==> src/rtl/lat_ram.sv <==
// Generic simple dual-port RAM: one write port, one read port, registered read.
// No dependencies.
`default_nettype none

module lat_ram #(
  parameter int WIDTH = 8,
  parameter int DEPTH = 16,
  localparam int AW   = $clog2(DEPTH)
) (
  input  wire logic             clk,
  input  wire logic             we,
  input  wire logic [AW-1:0]    waddr,
  input  wire logic [WIDTH-1:0] wdata,
  input  wire logic [AW-1:0]    raddr,
  output logic      [WIDTH-1:0] rdata
);

  logic [WIDTH-1:0] mem [DEPTH];

  // Write and registered read
  always_ff @(posedge clk) begin
    if (we) begin
      mem[waddr] <= wdata;
    end
    rdata <= mem[raddr];
  end

endmodule

`default_nettype wire

==> config.mk <==
export PLATFORM = sky130hd
export DESIGN_NAME = lat_ram
export DESIGN_NICKNAME = d
export VERILOG_FILES = /design/src/rtl/lat_ram.sv
export SDC_FILE = /design/constraint.sdc
export NUM_CORES = 1
export LEC_CHECK = 0
export ABC_AREA = 1
export CELL_PAD_IN_SITES_DETAIL_PLACEMENT = 0
export CELL_PAD_IN_SITES_GLOBAL_PLACEMENT = 2
export CORE_AREA = 2 2 89 155
export CTS_CLUSTER_SIZE = 10
export DETAILED_ROUTE_END_ITERATION = 10
export DIE_AREA = 0 0 91 157
export DONT_BUFFER_PORTS = 1
export PLACE_DENSITY = 0.91
export SETUP_SLACK_MARGIN = 0.05
export SYNTH_ARGS = -nofsm -noshare
export SYNTH_HDL_FRONTEND = slang
export SYNTH_SLANG_ARGS = --single-unit
==> constraint.sdc <==
create_clock -name clk -period 4 [get_ports clk]
set_clock_uncertainty 0.2 [all_clocks]
set_input_delay 0.8 -clock clk [delete_from_list [all_inputs] [get_ports clk]]
set_output_delay 0.8 -clock clk [all_outputs]
set_load 0.01 [all_outputs]
==> run metrics <==
I/O pins=26; sw power=0.000670 W; CP max-delay cell=inv_2; Clock Latency Late Sink=between 0.4 and 0.5 ns; Avg Synthesized Cell Area=10.5 um2; Peak Freq=between 400 and 500 MHz; combinational power share=3.4%; Lkg Pwr=2.72 nW; Seq cells post-synth=136; Die W=91 um; drt drc=0; RSZ-0062 raised after global routing=no; switching share of total power=20.1%; R2R Setup Slk=2.73 ns; critical path peak fanout=65; number of synthesized flops with an enable pin=128; post-cts sizing count=0; Synth Cell Area=5770 um2; register area share after synthesis=69.4%; CTS Hold Bufs=0; Initial Util=44.6%; Top FF cell, synth=edfxtp_1; Final Hold Vio Count=0; CP cell instances=inv_2, nand2_1, nand3_1, nand3_1, nand3_1, nand2_1; synth top area cells=edfxtp_1 67%, nand2_1 11%, nand3_1 8.4%, inv_1 6.5%, dfxtp_1 2.8%; Post-synth top cells=173 x nand2_1, 128 x edfxtp_1, 100 x inv_1, 97 x nand3_1, 17 x nor2_1; Layout area overhead=11.5%; number of port buffers=0; TNS Setup=0 ns; Internal Power=0.00266 W; fin cells=730; largest net degree at the start of global routing=66; met2 WL=~6.9 mm; layout cells sized above 1=5.90%; Syn Nets=569; Worst EP required=a little over 4 ns; area share of the largest cell type after synthesis=about two thirds; Hold Crit Endpoint=mem[0][7]; most common cell in the netlist=nand2_1; reg2reg start=mem[4][0]; row cnt=55; Hold Startpoint=wdata[7]; Antenna Cells=0; CTS buffer count=17; synthesized instance count=roughly 550; max layer used=met4; dominant cell type by area after synthesis=edfxtp_1; nets=between 500 and 600; Worst path max stage delay=0.76 ns; crit path launch type=input port; core area=~13,000 um2; CP arrival=2.21 ns; Max Buffers Root-to-Sink=2; min Tclk post-route=2.13 ns; Worst Reg2Reg Path Length in Cells=6; Crit Path Class=in -> reg; clock power share=48.2%; Max rail drop VDD=0.307 mV; WL met1=~4.6 mm; R2R Path End=rdata[0]; antenna violations before repair=0; clock slew at reported path FFs=approximately 0.060 ns; All-Layer GR Usage=18.2%; outcome=completed; Setup Buffers After CTS=0; dpl cells=698; Iter 0 DRT Violations=roughly 320; met3 routed WL=about 450 um; Die Span Y=~160 um; fin. max-slew vios=0; synth warn=0; vias per cell=4.87; root buffer cell=clkbuf_16; Final ANT Viol Nets=0; Hold Crit Depth=0; CP Capture Type=flip-flop; CTS H-tree lvls=4; Async S/R FF share, synth=0%; synth unique cells=12; drt first pass iters=5; fin crit share=53.2%; Least-Margin Pin Slew=1.10 ns; Die Area=14,300 um2; FILL cells=1,220; vias in the first global route=between 3,000 and 4,000; Max-Cap Viols=0; worst-case hold slack=0.277 ns; power per cell area=518 nW/um2; TritonCTS clock tree=yes; max_slew headroom=26.5%; Final HPWL DP=7.76 mm; gr ovfl total=0; Final Setup Violations=0; wire per inst=16.7 um; worst min-delay path class=in -> reg; first-pass GRT wire length=19.0 mm; Via Count=3,552; most frequent CP cell=nand3_1; CTS sink count=136; GPL Wtd Cong=0.795; drt total wl=between 10 and 15 mm; sequential power share=48.4%
[kinds of logic (layout without fill, tap and decap cells)]
kind of cell	count (synthesis)	after routing	share of synthesized area, %
buffers and inverters	126	134	9.52
DFF	136	136	69.4
and+or+nand+nor	289	289	21.0
[cell type report]
cell class | instances | area (um2) | share of cell area [%]
clock buffer | 21 | 470 | 7.32
clock inverter | 11 | 144 | 2.24
inverter | 102 | 383 | 5.96
multi-input combinational | 289 | 1210 | 18.9
sequential | 136 | 4000 | 62.3
tap | 171 | 214 | 3.33
[metrics by stage]
step	power [W]	utilization (%)	cell area, um2	setup WS, ns
floorplan	0.00175	-	5770	2.05
finish	0.00333	49.7	6430	1.87
global placement	0.00176	44.9	5810	1.51
global route	0.00342	49.7	6430	1.70
detailed placement	0.00176	44.9	5810	1.43
CTS	0.00334	49.7	6430	1.86
[registers in the layout, indices dropped and copies added (netlist names)]
register and cells:
mem 128, rdata 8
[worst max-delay path, delay by kind of cell]
family        cells  cell delay (ns)
buf+inv           1             0.76
simple gates      5             0.61
[metal layers]
metal	GRT usage, %	vias to the layer above
met3	4.88	21
met2	34.7	67
met1	18.2	1703
met4	7.72	0
met5	0	-
li1	-	1761
[worst max path at each step]
| stage | cells past startpoint | startpoint | to |
|---|---|---|---|
| 4_1_cts | 6 | raddr[0] | rdata[0] |
| 3_5_place_dp | 6 | raddr[0] | rdata[0] |
| 2_1_floorplan | 2 | waddr[2] | mem[10][0] |
| 6_report | 6 | raddr[0] | rdata[0] |
| 5_1_grt | 6 | raddr[0] | rdata[0] |
| 3_3_place_gp | 6 | raddr[0] | rdata[0] |
[power groups by stage]
stage,sequential (W),combinational [W],clock [W]
2_1_floorplan,0.00163,0.000112,0
3_3_place_gp,0.00164,0.000115,0
3_5_place_dp,0.00164,0.000116,0
4_1_cts,0.00161,0.000117,0.00161
5_1_grt,0.00161,0.000132,0.00167
6_report,0.00161,0.000115,0.00161
[cell usage in the layout (no fill, tap or decap)]
cell type   instances
nand2_1           173
edfxtp_1          128
inv_1             100
nand3_1            97
nor2_1             17
clkbuf_16          17
dfxtp_1             8
clkinv_2            4
clkbuf_8            3
bufinv_16           3
inv_2               2
nand3b_1            2
inv_6               2
clkinv_4            1
clkinvlp_4          1
clkbuf_1            1
Power figures use the tool's default switching activity.
