`config.mk`:
```
export PLATFORM = sky130hd
export DESIGN_NAME = lat_row_eval
export DESIGN_NICKNAME = d
export VERILOG_FILES = /design/src/rtl/lat_pkg.sv /design/src/rtl/lat_row_eval.sv
export SDC_FILE = /design/constraint.sdc
export NUM_CORES = 1
export LEC_CHECK = 0
export BUFFER_PORTS_ARGS = -buffer_cell sky130_fd_sc_hd__buf_2
export CAP_MARGIN = 25
export CORE_MARGIN = 8
export CORE_UTILIZATION = 60
export DETAILED_ROUTE_END_ITERATION = 10
export PLACE_DENSITY = 0.82
export SETUP_SLACK_MARGIN = 0.02
export SYNTH_ARGS = -nofsm -noshare
export SYNTH_HDL_FRONTEND = slang
export SYNTH_SLANG_ARGS = --single-unit
```
`constraint.sdc`:
```
create_clock -name vclk -period 7.56
set_clock_uncertainty 0.2 [all_clocks]
set_input_delay 0.756 -clock vclk [all_inputs]
set_output_delay 0.756 -clock vclk [all_outputs]
set_load 0.05 [all_outputs]
```
`src/rtl/lat_pkg.sv`:
```
// Shared types, sizes and codes for the toroidal life automaton.
// No dependencies; the core and the row rule import this package.
`default_nettype none

package lat_pkg;

  // Board geometry
  localparam int MAX_ROWS  = 64;
  localparam int MAX_COLS  = 64;
  localparam int ROW_W     = $clog2(MAX_ROWS);
  localparam int COL_W     = $clog2(MAX_COLS);
  localparam int MAX_DIM   = (MAX_ROWS > MAX_COLS) ? MAX_ROWS : MAX_COLS;
  localparam int DIM_W     = $clog2(MAX_DIM + 1);

  // Board memory: two banks of MAX_ROWS rows, one row per entry
  localparam int RAM_DEPTH = 2 * MAX_ROWS;
  localparam int ADDR_W    = $clog2(RAM_DEPTH);

  // Generation sweep counter and live-cell summing
  localparam int K_W       = $clog2(MAX_ROWS + 2);
  localparam int GRP_BITS  = 8;
  localparam int NGRP      = (MAX_COLS + GRP_BITS - 1) / GRP_BITS;
  localparam int GRP_W     = $clog2(GRP_BITS + 1);
  localparam int SUM_W     = $clog2(MAX_ROWS * MAX_COLS + 1);

  // Field and register widths
  localparam int CFG_W     = 7;
  localparam int COUNT_W   = 13;
  localparam int COUNT_MAX = 8191;
  localparam int OP_W      = 2;
  localparam int IN_BITS   = OP_W + ROW_W + COL_W + 1;
  localparam int IN_W      = ((IN_BITS + 7) / 8) * 8;
  localparam int OUT_BITS  = 1 + COUNT_W;
  localparam int OUT_W     = ((OUT_BITS + 7) / 8) * 8;

  typedef logic [MAX_COLS-1:0] row_t;
  typedef logic [DIM_W-1:0]    dim_t;

  // Operation codes
  localparam logic [OP_W-1:0] OP_WRITE = 2'd0;
  localparam logic [OP_W-1:0] OP_STEP  = 2'd1;
  localparam logic [OP_W-1:0] OP_READ  = 2'd2;

  // Register indexes
  localparam logic REG_ROWS = 1'b0;
  localparam logic REG_COLS = 1'b1;

  // Map a written dimension into 1..maxv
  function automatic dim_t clamp_dim(input logic [CFG_W-1:0] v, input int maxv);
    int vi;
    vi = int'(v);
    if (vi == 0) begin
      return dim_t'(1);
    end else if (vi > maxv) begin
      return dim_t'(maxv);
    end
    return dim_t'(vi);
  endfunction

endpackage

`default_nettype wire

```
`src/rtl/lat_row_eval.sv`:
```
// One-row life rule: next state of a full row from the rows above, at and below.
// Depends on lat_pkg for the row and dimension types.
`default_nettype none

module lat_row_eval (
  input  wire lat_pkg::row_t up,
  input  wire lat_pkg::row_t mid,
  input  wire lat_pkg::row_t dn,
  input  wire lat_pkg::dim_t cols,
  output lat_pkg::row_t      nxt
);
  import lat_pkg::*;

  localparam int BIRTH   = 3;
  localparam int SURVIVE = 2;

  // Neighbor to the left of each column, wrapping column 0 to the last used column
  function automatic row_t left_of(input row_t r, input dim_t n);
    dim_t nm1;
    nm1 = n - 1'b1;
    return {r[MAX_COLS-2:0], r[nm1[COL_W-1:0]]};
  endfunction

  // Neighbor to the right of each column, wrapping the last used column to column 0
  function automatic row_t right_of(input row_t r, input dim_t n);
    dim_t nm1;
    row_t redge;
    row_t rsh;
    nm1   = n - 1'b1;
    redge = row_t'(1) << nm1;
    rsh   = {r[0], r[MAX_COLS-1:1]};
    return (rsh & ~redge) | (redge & {MAX_COLS{r[0]}});
  endfunction

  row_t ul, ur, ml, mr, dl, dr;
  row_t inmask;
  row_t raw;
  logic [3:0] cnt;

  // Count neighbors per column and apply birth and survival
  always_comb begin
    ul     = left_of(up, cols);
    ur     = right_of(up, cols);
    ml     = left_of(mid, cols);
    mr     = right_of(mid, cols);
    dl     = left_of(dn, cols);
    dr     = right_of(dn, cols);
    inmask = ~(row_t'('1) << cols);
    raw    = '0;
    cnt    = '0;
    for (int c = 0; c < MAX_COLS; c++) begin
      cnt = 4'(ul[c]) + 4'(up[c]) + 4'(ur[c]) + 4'(ml[c]) +
            4'(mr[c]) + 4'(dl[c]) + 4'(dn[c]) + 4'(dr[c]);
      raw[c] = (cnt == 4'(BIRTH)) || (mid[c] && (cnt == 4'(SURVIVE)));
    end
    nxt = raw & inmask;
  end

endmodule

`default_nettype wire

```
==> metrics <==
outcome complete, no violations; WHS Endpoint nxt[21]; Avg Cell Area, Syn 10.1 um^2; CP Data Required Time 6.60 ns; commonest non-fill, non-tap cell in the layout buf_2; Post-Syn Instances 1481; synth warn 0; final layout net count 2353; synth unique cells 51; Final WS setup 0.558 ns; Starting Density 61.3%; final core utilization 68.0%; most frequent cells in the layout buf_2 (260), fa_1 (256), ha_1 (199); Peak VDD IR 0.147 mV; Placed Instance Area 16600 um^2; crit-path max cell delay 0.81 ns; P_leak 7.75 nW; Tmin final 7.00 ns; Die W 174 um; HP Class in2out; post-route cell area 16600 um^2; # IOs 263; CP max-delay cell o31ai_2; CP cell instances buf_2, o31ai_2, nand2_1, and3_1, nand3_1, mux2i_1, fa_1, inv_1, fa_1, ha_1, fa_1, or2_2, a221oi_1, buf_2; grt ovf 0; overall routing resource usage 32.6%; fmax 0.143 GHz; DR DRC count 0; MaxCap Viol Count 0; Detailed Route WL 50100 um; fillers 1931; Vias/cell 6.74; final worst path period share 92.6%; # rows 57; Critical Path AT 6.05 ns; hold path startpoint mid[21]; Worst Hold Depth 4; Hold-fix buffers, CTS 0; Final Hold Violating Endpoints 0; Core ar. 24400 um^2; Max FO, Critical Path 17; area occupied by registers 0 um^2; initial antenna violation count 10; pin count of the biggest net entering global routing 68; Mapped Area 15000 um^2; crit path launch cols[2]; crit start category input port; Synthesized Nets 2136; GPL Wtd Cong 1.00; final setup TNS 0 ns; WL per Instance 24.8 um; Setup WS pre-CTS 0.708 ns; Setup Buffers After CTS 0; Seq cells 0; vias in the first global route 14900; Layout area overhead 10.9%; via count 13600; worst-margin pin slew 1.13 ns; Slew headroom 24.7%; DP HPWL 42300 um; Pre-Repair DR Iteration Count 5; DR top layer met5; register area share after synthesis 0%; metal2 WL 23000 um; Power Dens Cells 145 nW/um^2; post_cts resized 0; layout cell share with drive strength beyond 1 24.4%; port bufs 263; global-route wire length before repair 79500 um; Met3 Wirelength 5450 um; clkbuf count 0; Final setup viols 0; endpoint type of the worst setup path primary output; crit path kind in2out; RSZ-0062 raised after global routing no; WL met1 18500 um; antenna viol nets, final 0; DRC violation total after the first TritonRoute iteration 1335; Crit path top cell by count fa_1; Slew Viols, Final 0; Die ar. 30200 um^2; Die H 174 um
[cell families after synthesis]
family | count (synthesis) | share of synthesized area, %
adders and majority gates | 456 | 51.0
buffers and inverters | 267 | 7.05
and+or+nand+nor | 265 | 10.4
AOI/OAI and AO/OA | 251 | 10.8
muxes | 240 | 20.6
xor gates and xnor gates | 2 | 0.117
[worst max-delay path, delay by kind of cell]
kind / cells / cell delay [ns]
multiplexers: 1 / 0.28
AND/OR/NAND/NOR: 4 / 1.61
adder cells (fa/ha/maj): 4 / 1.47
AO/OA/AOI/OAI: 2 / 1.23
buffers and inverters: 3 / 0.67
[cell type report]
class | instances | area, um^2 | share of cell area, %
well taps | 324 | 405 | 2.44
inverters | 199 | 747 | 4.50
multi-input cells | 1214 | 13900 | 84.0
diodes | 4 | 10.0 | 0.0603
repair buffers | 283 | 1490 | 8.96
[power breakdown]
part,internal (mW),switching [mW]
logic,0.901,1.51
clock network,0.0000000708,0
registers,0,0
total,0.901,1.51
[metrics by stage]
stage          cells  power, mW  hold WS [ns]
3_5_place_dp    2020       2.39          1.83
2_1_floorplan   1481       1.73          1.62
6_report        2024       2.41          1.84
3_3_place_gp    2020       2.25          1.84
4_1_cts         2020       2.40          1.84
5_1_grt         2024       2.70          1.85
[Yosys cell counts (3+ instances only)]
cell / instances / area, um^2
mux2_2: 50 / 563
nor4b_1: 6 / 52.6
a2111oi_0: 27 / 236
buf_2: 8 / 40.0
a221oi_1: 11 / 96.3
o21ai_0: 83 / 415
nor3_2: 7 / 70.1
mux2_1: 14 / 158
nand3_1: 76 / 380
buf_6: 3 / 33.8
nand2_1: 23 / 86.3
nor3_1: 7 / 35.0
o211ai_1: 6 / 45.0
and3_1: 34 / 213
nand2b_1: 10 / 62.6
nor3_4: 10 / 163
o21a_1: 13 / 97.6
o2111a_1: 13 / 146
nand4_1: 16 / 100
or2_2: 3 / 18.8
mux4_2: 48 / 1080
nor2_1: 45 / 169
nor4_1: 9 / 56.3
inv_1: 198 / 743
fa_1: 256 / 5120
o2111ai_1: 15 / 131
clkbuf_1: 53 / 199
a21oi_1: 73 / 365
ha_1: 200 / 2500
mux2i_1: 128 / 1280
nand3b_1: 10 / 75.1
[how the worst max path moves through the flow]
| stage | to |
|---|---|
| 2_1_floorplan | nxt[50] |
| 3_3_place_gp | nxt[0] |
| 3_5_place_dp | nxt[0] |
| 4_1_cts | nxt[0] |
| 5_1_grt | nxt[14] |
| 6_report | nxt[14] |
[routing by layer]
layer,track usage [%],vias up
li1,-,5794
met1,39.4,6738
met2,52.4,852
met3,8.56,248
met4,18.5,12
met5,0,-
Power figures use the tool's default switching activity.
